<file path="src/pstc_pkg.sv">
// ----------------------------------------------------------------------------
// pstc_pkg
// Types, constants and calendar helpers of the pulse synced time calendar.
// ----------------------------------------------------------------------------
package pstc_pkg;

    localparam int YEAR_BITS = 12;

    localparam logic [5:0] SEC_LAST   = 6'd59;
    localparam logic [5:0] MIN_LAST   = 6'd59;
    localparam logic [4:0] HOUR_LAST  = 5'd23;
    localparam logic [3:0] FRAC_LAST  = 4'd9;
    localparam logic [3:0] MONTH_LAST = 4'd12;
    localparam logic [3:0] MONTH_FEB  = 4'd2;
    localparam int         YEAR_BASE  = 2000;

    // Divisibility by 25 through a multiply by ceil(2^24 / 25).
    localparam int DIV25_SHIFT = 24;
    localparam int DIV25_MAGIC = ((1 << DIV25_SHIFT) + 24) / 25;
    localparam int DIV25_BITS  = 20;

    localparam logic [4:0] MONTH_DAYS [12] = '{
        5'd31, 5'd28, 5'd31, 5'd30, 5'd31, 5'd30,
        5'd31, 5'd31, 5'd30, 5'd31, 5'd30, 5'd31
    };

    typedef enum logic [1:0] {
        KIND_TICK       = 2'd0,
        KIND_PPS        = 2'd1,
        KIND_LOAD       = 2'd2,
        KIND_INVALIDATE = 2'd3
    } t_kind;

    typedef struct packed {
        logic [4:0] hour;
        logic [5:0] minute;
        logic [5:0] second;
        logic [4:0] day;
        logic [3:0] month;
        logic [6:0] year_of_century;
        logic       status_active;
    } t_set;

    typedef struct packed {
        logic [4:0]           hour;
        logic [5:0]           minute;
        logic [5:0]           second;
        logic [3:0]           tenth;
        logic [3:0]           hundredth;
        logic [4:0]           day;
        logic [3:0]           month;
        logic [YEAR_BITS-1:0] year;
        logic                 time_valid;
        logic                 ever_loaded;
    } t_state;

    typedef struct packed {
        t_state state;
        logic   updated;
    } t_result;

    localparam t_state STATE_RESET = '{
        hour:        5'd0,
        minute:      6'd0,
        second:      6'd0,
        tenth:       4'd0,
        hundredth:   4'd0,
        day:         5'd1,
        month:       4'd1,
        year:        YEAR_BITS'(YEAR_BASE),
        time_valid:  1'b0,
        ever_loaded: 1'b0
    };

    function automatic logic is_leap(input logic [YEAR_BITS-1:0] year);
        logic [YEAR_BITS+DIV25_BITS-1:0] prod;
        logic                            div25;
        prod  = (YEAR_BITS+DIV25_BITS)'(year) * (YEAR_BITS+DIV25_BITS)'(DIV25_MAGIC);
        div25 = (prod[DIV25_SHIFT-1:0] < DIV25_SHIFT'(DIV25_MAGIC));
        return (year[1:0] == 2'd0) && (!div25 || (year[3:0] == 4'd0));
    endfunction

    function automatic logic [4:0] month_length(input logic [3:0] month,
                                                input logic       leap);
        logic [4:0] len;
        len = 5'd31;
        if ((month != 4'd0) && (month <= MONTH_LAST)) begin
            len = MONTH_DAYS[month - 4'd1];
            if ((month == MONTH_FEB) && leap) begin
                len = len + 5'd1;
            end
        end
        return len;
    endfunction

endpackage

</file>
<file path="src/pps_synced_time_calendar.sv">
// ----------------------------------------------------------------------------
// pps_synced_time_calendar: events pass an input and a result register.
// One event per cycle unless the sink stalls; one register step updates state.
// Synchronous active-low reset clears both stages and sets 2000-01-01 00:00.
// ----------------------------------------------------------------------------
module pps_synced_time_calendar
    import pstc_pkg::*;
(
    input  logic        i_clk,
    input  logic        i_rst_n,
    input  logic        s_axis_tvalid,
    output logic        s_axis_tready,
    // tdata: set_hour, set_minute, set_second, set_day, set_month,
    // set_year_of_century, set_status_active, zero fill.
    input  logic [39:0] s_axis_tdata,
    // tuser: kind.
    input  logic [1:0]  s_axis_tuser,
    output logic        m_axis_tvalid,
    input  logic        m_axis_tready,
    // tdata: hour, minute, second, tenth, hundredth, day, month, year,
    // time_valid, ever_loaded, updated, zero fill.
    output logic [55:0] m_axis_tdata
);

    t_set    in_set;
    t_set    stage_set;
    t_kind   stage_kind;
    logic    stage_valid;
    logic    out_valid;
    logic    step;
    t_result core_result;
    t_result out_result;

    assign in_set.hour            = s_axis_tdata[4:0];
    assign in_set.minute          = s_axis_tdata[10:5];
    assign in_set.second          = s_axis_tdata[16:11];
    assign in_set.day             = s_axis_tdata[21:17];
    assign in_set.month           = s_axis_tdata[25:22];
    assign in_set.year_of_century = s_axis_tdata[32:26];
    assign in_set.status_active   = s_axis_tdata[33];

    assign step = stage_valid && (!out_valid || m_axis_tready);

    pstc_in_stage u_in_stage (
        .i_clk   (i_clk),
        .i_rst_n (i_rst_n),
        .i_valid (s_axis_tvalid),
        .o_ready (s_axis_tready),
        .i_kind  (t_kind'(s_axis_tuser)),
        .i_set   (in_set),
        .i_take  (step),
        .o_valid (stage_valid),
        .o_kind  (stage_kind),
        .o_set   (stage_set)
    );

    pstc_clock_core u_core (
        .i_clk    (i_clk),
        .i_rst_n  (i_rst_n),
        .i_step   (step),
        .i_kind   (stage_kind),
        .i_set    (stage_set),
        .o_result (core_result)
    );

    pstc_out_stage u_out_stage (
        .i_clk    (i_clk),
        .i_rst_n  (i_rst_n),
        .i_load   (step),
        .i_result (core_result),
        .i_ready  (m_axis_tready),
        .o_valid  (out_valid),
        .o_result (out_result)
    );

    assign m_axis_tvalid = out_valid;
    assign m_axis_tdata  = {
        7'd0,
        out_result.updated,
        out_result.state.ever_loaded,
        out_result.state.time_valid,
        out_result.state.year,
        out_result.state.month,
        out_result.state.day,
        out_result.state.hundredth,
        out_result.state.tenth,
        out_result.state.second,
        out_result.state.minute,
        out_result.state.hour
    };

endmodule

</file>
<file path="src/pstc_in_stage.sv">
// ----------------------------------------------------------------------------
// pstc_in_stage
// Input register that holds one event until the update logic takes it.
// ----------------------------------------------------------------------------
module pstc_in_stage
    import pstc_pkg::*;
(
    input  logic  i_clk,
    input  logic  i_rst_n,
    input  logic  i_valid,
    output logic  o_ready,
    input  t_kind i_kind,
    input  t_set  i_set,
    input  logic  i_take,
    output logic  o_valid,
    output t_kind o_kind,
    output t_set  o_set
);

    logic  r_valid;
    t_kind r_kind;
    t_set  r_set;

    assign o_ready = !r_valid || i_take;

    always_ff @(posedge i_clk) begin
        if (!i_rst_n) begin
            r_valid <= 1'b0;
        end else if (o_ready) begin
            r_valid <= i_valid;
        end
    end

    always_ff @(posedge i_clk) begin
        if (o_ready && i_valid) begin
            r_kind <= i_kind;
            r_set  <= i_set;
        end
    end

    assign o_valid = r_valid;
    assign o_kind  = r_kind;
    assign o_set   = r_set;

endmodule

</file>
<file path="src/pstc_clock_core.sv">
// ----------------------------------------------------------------------------
// pstc_clock_core
// Time and date registers with the tick, pulse, load and invalidate update.
// ----------------------------------------------------------------------------
module pstc_clock_core
    import pstc_pkg::*;
(
    input  logic    i_clk,
    input  logic    i_rst_n,
    input  logic    i_step,
    input  t_kind   i_kind,
    input  t_set    i_set,
    output t_result o_result
);

    t_state r_state;
    t_state n_state;
    logic   n_updated;
    logic   leap;
    logic   month_end;

    assign leap      = is_leap(r_state.year);
    assign month_end = (r_state.day >= month_length(r_state.month, leap));

    always_comb begin
        n_state   = r_state;
        n_updated = 1'b0;
        unique case (i_kind)
            KIND_TICK: begin
                if (r_state.hundredth >= FRAC_LAST) begin
                    n_state.hundredth = 4'd0;
                    if (r_state.tenth < FRAC_LAST) begin
                        n_state.tenth = r_state.tenth + 4'd1;
                        n_updated     = 1'b1;
                    end
                end else begin
                    n_state.hundredth = r_state.hundredth + 4'd1;
                    n_updated         = 1'b1;
                end
            end
            KIND_PPS: begin
                n_state.hundredth = 4'd0;
                n_state.tenth     = 4'd0;
                n_updated         = 1'b1;
                if (r_state.second < SEC_LAST) begin
                    n_state.second = r_state.second + 6'd1;
                end else begin
                    n_state.second = 6'd0;
                    if (r_state.minute < MIN_LAST) begin
                        n_state.minute = r_state.minute + 6'd1;
                    end else begin
                        n_state.minute = 6'd0;
                        if (r_state.hour < HOUR_LAST) begin
                            n_state.hour = r_state.hour + 5'd1;
                        end else begin
                            n_state.hour = 5'd0;
                            if (month_end) begin
                                n_state.day = 5'd1;
                                if (r_state.month >= MONTH_LAST) begin
                                    n_state.month = 4'd1;
                                    n_state.year  = r_state.year + YEAR_BITS'(1);
                                end else begin
                                    n_state.month = r_state.month + 4'd1;
                                end
                            end else begin
                                n_state.day = r_state.day + 5'd1;
                            end
                        end
                    end
                end
            end
            KIND_LOAD: begin
                n_state.hour        = i_set.hour;
                n_state.minute      = i_set.minute;
                n_state.second      = i_set.second;
                n_state.day         = i_set.day;
                n_state.month       = i_set.month;
                n_state.year        = YEAR_BITS'(YEAR_BASE)
                                    + YEAR_BITS'(i_set.year_of_century);
                n_state.time_valid  = i_set.status_active;
                n_state.ever_loaded = 1'b1;
            end
            KIND_INVALIDATE: begin
                n_state.time_valid = 1'b0;
            end
            default: begin
                n_state = r_state;
            end
        endcase
    end

    always_ff @(posedge i_clk) begin
        if (!i_rst_n) begin
            r_state <= STATE_RESET;
        end else if (i_step) begin
            r_state <= n_state;
        end
    end

    assign o_result.state   = n_state;
    assign o_result.updated = n_updated;

endmodule

</file>
<file path="src/pstc_out_stage.sv">
// ----------------------------------------------------------------------------
// pstc_out_stage
// Result register that holds one result until the sink takes it.
// ----------------------------------------------------------------------------
module pstc_out_stage
    import pstc_pkg::*;
(
    input  logic    i_clk,
    input  logic    i_rst_n,
    input  logic    i_load,
    input  t_result i_result,
    input  logic    i_ready,
    output logic    o_valid,
    output t_result o_result
);

    logic    r_valid;
    t_result r_result;

    always_ff @(posedge i_clk) begin
        if (!i_rst_n) begin
            r_valid <= 1'b0;
        end else if (i_load) begin
            r_valid <= 1'b1;
        end else if (i_ready) begin
            r_valid <= 1'b0;
        end
    end

    always_ff @(posedge i_clk) begin
        if (i_load) begin
            r_result <= i_result;
        end
    end

    assign o_valid  = r_valid;
    assign o_result = r_result;

endmodule

</file>
<file path="config.mk">
export PLATFORM = sky130hd
export DESIGN_NAME = pps_synced_time_calendar
export DESIGN_NICKNAME = d
export VERILOG_FILES = /design/src/pstc_pkg.sv /design/src/pps_synced_time_calendar.sv /design/src/pstc_in_stage.sv /design/src/pstc_clock_core.sv /design/src/pstc_out_stage.sv
export SDC_FILE = /design/constraint.sdc
export NUM_CORES = 1
export LEC_CHECK = 0
export BUFFER_PORTS_ARGS = -buffer_cell sky130_fd_sc_hd__buf_2
export CORE_UTILIZATION = 50
export CTS_CLUSTER_SIZE = 14
export DETAILED_ROUTE_END_ITERATION = 12
export GPL_ROUTABILITY_DRIVEN = 0
export PLACE_DENSITY = 0.72
export SYNTH_ARGS = -nofsm -noshare
export SYNTH_HDL_FRONTEND = slang
export SYNTH_SLANG_ARGS = --single-unit
</file>
<file path="constraint.sdc">
create_clock -name i_clk -period 7.2 [get_ports i_clk]
set_clock_uncertainty 0.2 [all_clocks]
set_input_delay 0.72 -clock i_clk [delete_from_list [all_inputs] [get_ports i_clk]]
set_output_delay 0.72 -clock i_clk [all_outputs]
set_load 0.05 [all_outputs]
</file>
==> impl_metrics.env <==
export IMPL_finalNetCount=1415
export IMPL_drive_above_1_share=0.300
export IMPL_fin_crit_ns=7.60
export IMPL_slew_headroom=0.321
export IMPL_ioPinCount=104
export IMPL_grt_usage=0.256
export IMPL_cts_hold_buf=0
export IMPL_yosys_most_used_dff="edfxtp_1"
export IMPL_yosys_area_top_type_share=0.261
export IMPL_finalCritPeriodShare=1.06
export IMPL_totalWireLength_um=25700
export IMPL_drv_slew=0
export IMPL_ys_ff_latch=135
export IMPL_dp_slack_ns=-0.552
export IMPL_rows=50
export IMPL_cp_arrival_ns=7.77
export IMPL_p_leak_nw=5.53
export IMPL_stdcell_count=1489
export IMPL_setup_ws_ns=-0.403
export IMPL_crit_path_start_kind="flop"
export IMPL_async_flop_share=0
export IMPL_cts_clk_slew_worst_paths_ns=0.06
export IMPL_power_internal_mw=2.64
export IMPL_core_sq_um=18900
export IMPL_tightest_slew_ns=1.02
export IMPL_cp_max_fo=6
export IMPL_initial_core_util=0.517
export IMPL_p_comb_frac=0.581
export IMPL_power_total_mw=4.35
export IMPL_slowest_delay_ns=0.53
export IMPL_vias=8316
export IMPL_hold_violations=0
export IMPL_grt_pass1_vias=7932
export IMPL_area_delta_synth_final_pct=30.5
export IMPL_switching_share=0.393
export IMPL_first_pass_iters=5
export IMPL_pwr_share_clk=0.213
export IMPL_dieHeight_um=142
export IMPL_outcome="finished, violations left"
export IMPL_antenna_found_initial=1
export IMPL_grt_ovfl_total=0
export IMPL_syn_cell_area_sq_um=9770
export IMPL_setup_viol=42
export IMPL_wl_per_cell_um=17.2
export IMPL_yosysTopAreaCell="edfxtp_1"
export IMPL_clock_sinks=135
export IMPL_fp_dieArea_sq_um=20100
export IMPL_synthDistinctLibCells=68
export IMPL_hpwl_um=17300
export IMPL_synth_edff_count=85
export IMPL_cts_tree="built"
export IMPL_ctsHtreeMaxLevel=4
export IMPL_drc=0
export IMPL_worstPathRequired_ns=7.37
export IMPL_yosysWarnings=0
export IMPL_failed_checks="negative setup slack"
export IMPL_fmax_mhz=132
export IMPL_postSynthAreaPerCell_sq_um=9.58
export IMPL_die_w_um=142
export IMPL_place_area_sq_um=11200
export IMPL_ys_seq_area_frac=0.364
export IMPL_portBuffers=90
export IMPL_hold_worst_slack_ns=0.265
export IMPL_cp_slowest_cell="fa_2"
export IMPL_powerDensity_nw_per_um2=342
export IMPL_rsz0062_at_grt="yes"
export IMPL_clockRootBuffer="clkbuf_16"
export IMPL_syn_inst=1019
export IMPL_endpoint_kind="flop"
export IMPL_grt_max_degree=65
export IMPL_synth_area_leaders="edfxtp_1 26%, fa_1 13%, ha_1 11%"
export IMPL_detail_route_antenna_nets=0
export IMPL_worstHoldPathType="flop to flop"
export IMPL_cts_buffers=17
export IMPL_dpl_cell_count=1433
export IMPL_criticalPathCategory="flop to flop"
export IMPL_ir_drop_uv=430
export IMPL_worstSkewPairLatency_ns=0.42
export IMPL_seq_power_share=0.205
export IMPL_postLayoutCellArea_sq_um=12700
export IMPL_p_sw_mw=1.71
export IMPL_grt_first_pass_wirelength_um=40100
export IMPL_vias_per_cell=5.58
export IMPL_drv_cap=0
export IMPL_drtIter0Drc=723
export IMPL_ctsLongestPathBuffers=2
[synthesized netlist by cell type, types with 14 or more instances]
| cell | instances |
|---|---|
| inv_1 | 134 |
| nand2_1 | 134 |
| ha_1 | 89 |
| edfxtp_1 | 85 |
| a21oi_1 | 68 |
| fa_1 | 65 |
| nor2_1 | 63 |
| o21ai_0 | 58 |
| dfxtp_1 | 50 |
| clkbuf_1 | 32 |
| nand3_1 | 24 |
| a22o_1 | 19 |
| o31ai_1 | 14 |
[cell usage in the layout, fill, tap and decap left out, drive strengths merged, types with 5 or more instances in the layout]
master and n:
a21o 13, a21oi 68, a22o 19, a31oi 8
and2 5, and3 6, buf 214, clkbuf 18
clkinv 7, conb 7, dfxtp 50, edfxtp 85
fa 65, ha 89, inv 136, mux2i 7
nand2 134, nand2b 8, nand3 24, nand4 7
nor2 63, nor3 13, o211ai 9, o21a 6
o21ai 58, o31ai 14, xnor2 11, xor2 6
[area by class of cell]
class	count	area (sq um)
multi-input combinational	712	6260
clock buffer	18	429
clock inverter	14	198
sequential	135	3580
inverter	135	508
timing repair buffer	214	1450
tap	260	325
fill	1382	6150
antenna	1	2.50
[kinds of logic (layout without fill, tap and decap cells)]
family	Yosys count	after routing	synth area share
and+or+nand+nor	279	279	0.125
muxes	9	9	0.00948
AOI/OAI and AO/OA	246	246	0.167
adders and majority gates	154	154	0.247
buffers and inverters	178	381	0.0712
xor gates and xnor gates	17	17	0.0152
other	1	8	0.000384
DFF	135	135	0.364
[final timing paths]
| check | startpoint | endpoint | slack [ns] | cells past startpoint |
|---|---|---|---|---|
| max | u_core.r_state[9] | u_core.r_state[21] | -0.40 | 30 |
| min | u_core.r_state[0] | u_core.r_state[0] | 0.27 | 2 |
| max reg2reg | u_core.r_state[9] | u_core.r_state[21] | -0.40 | 30 |
| min reg2reg | u_core.r_state[0] | u_core.r_state[0] | 0.27 | 2 |
[critical path, delay by kind of cell, from the launching register on]
kind	cells	cell delay, ns
flip-flops	1	0.38
adder cells (fa/ha/maj)	7	2.64
XOR/XNOR	1	0.18
multiplexers	1	0.21
AND/OR/NAND/NOR	1	0.13
buffers and inverters	6	0.69
AO/OA/AOI/OAI	14	3.13
[sequential cells by signal (all words and copies together), names as in the netlist]
name                  flops
u_core.r_state           48
u_in_stage.o_kind         2
u_in_stage.o_set         34
u_in_stage.o_valid        1
u_out_stage.o_result     49
u_out_stage.o_valid       1
[per-stage QoR]
| stage | TNS [ns] | util |
|---|---|---|
| CTS | -7.61 | 0.654 |
| detailed placement | -18.94 | 0.592 |
| finish | -12.88 | 0.675 |
| floorplan | 0 | - |
| global placement | -15.67 | 0.592 |
| global route | -20.77 | 0.675 |
[power by group through the flow]
stage,Clock (mW),Combinational [mW],Sequential (mW)
final,0.929,2.53,0.894
after CTS,0.934,2.19,0.893
after global routing,0.964,2.75,0.897
after detailed placement,0,1.98,0.908
after floorplan,0,1.29,0.960
after global placement,0,1.93,0.907
[repair_timing]
action                     4_1_cts  5_1_grt
setup endpoints to repair       42       42
resized for setup               91       69
pin swaps                       73       61
setup buffers                   17        9
[per-layer routing]
metal,global-route usage,vias up,share of wire
met5,0,-,0
met4,0.0679,0,0.019
met3,0.0520,40,0.066
met2,0.394,333,0.46
met1,0.369,4009,0.45
li1,-,3934,-
(Power assumes the default switching activity.)
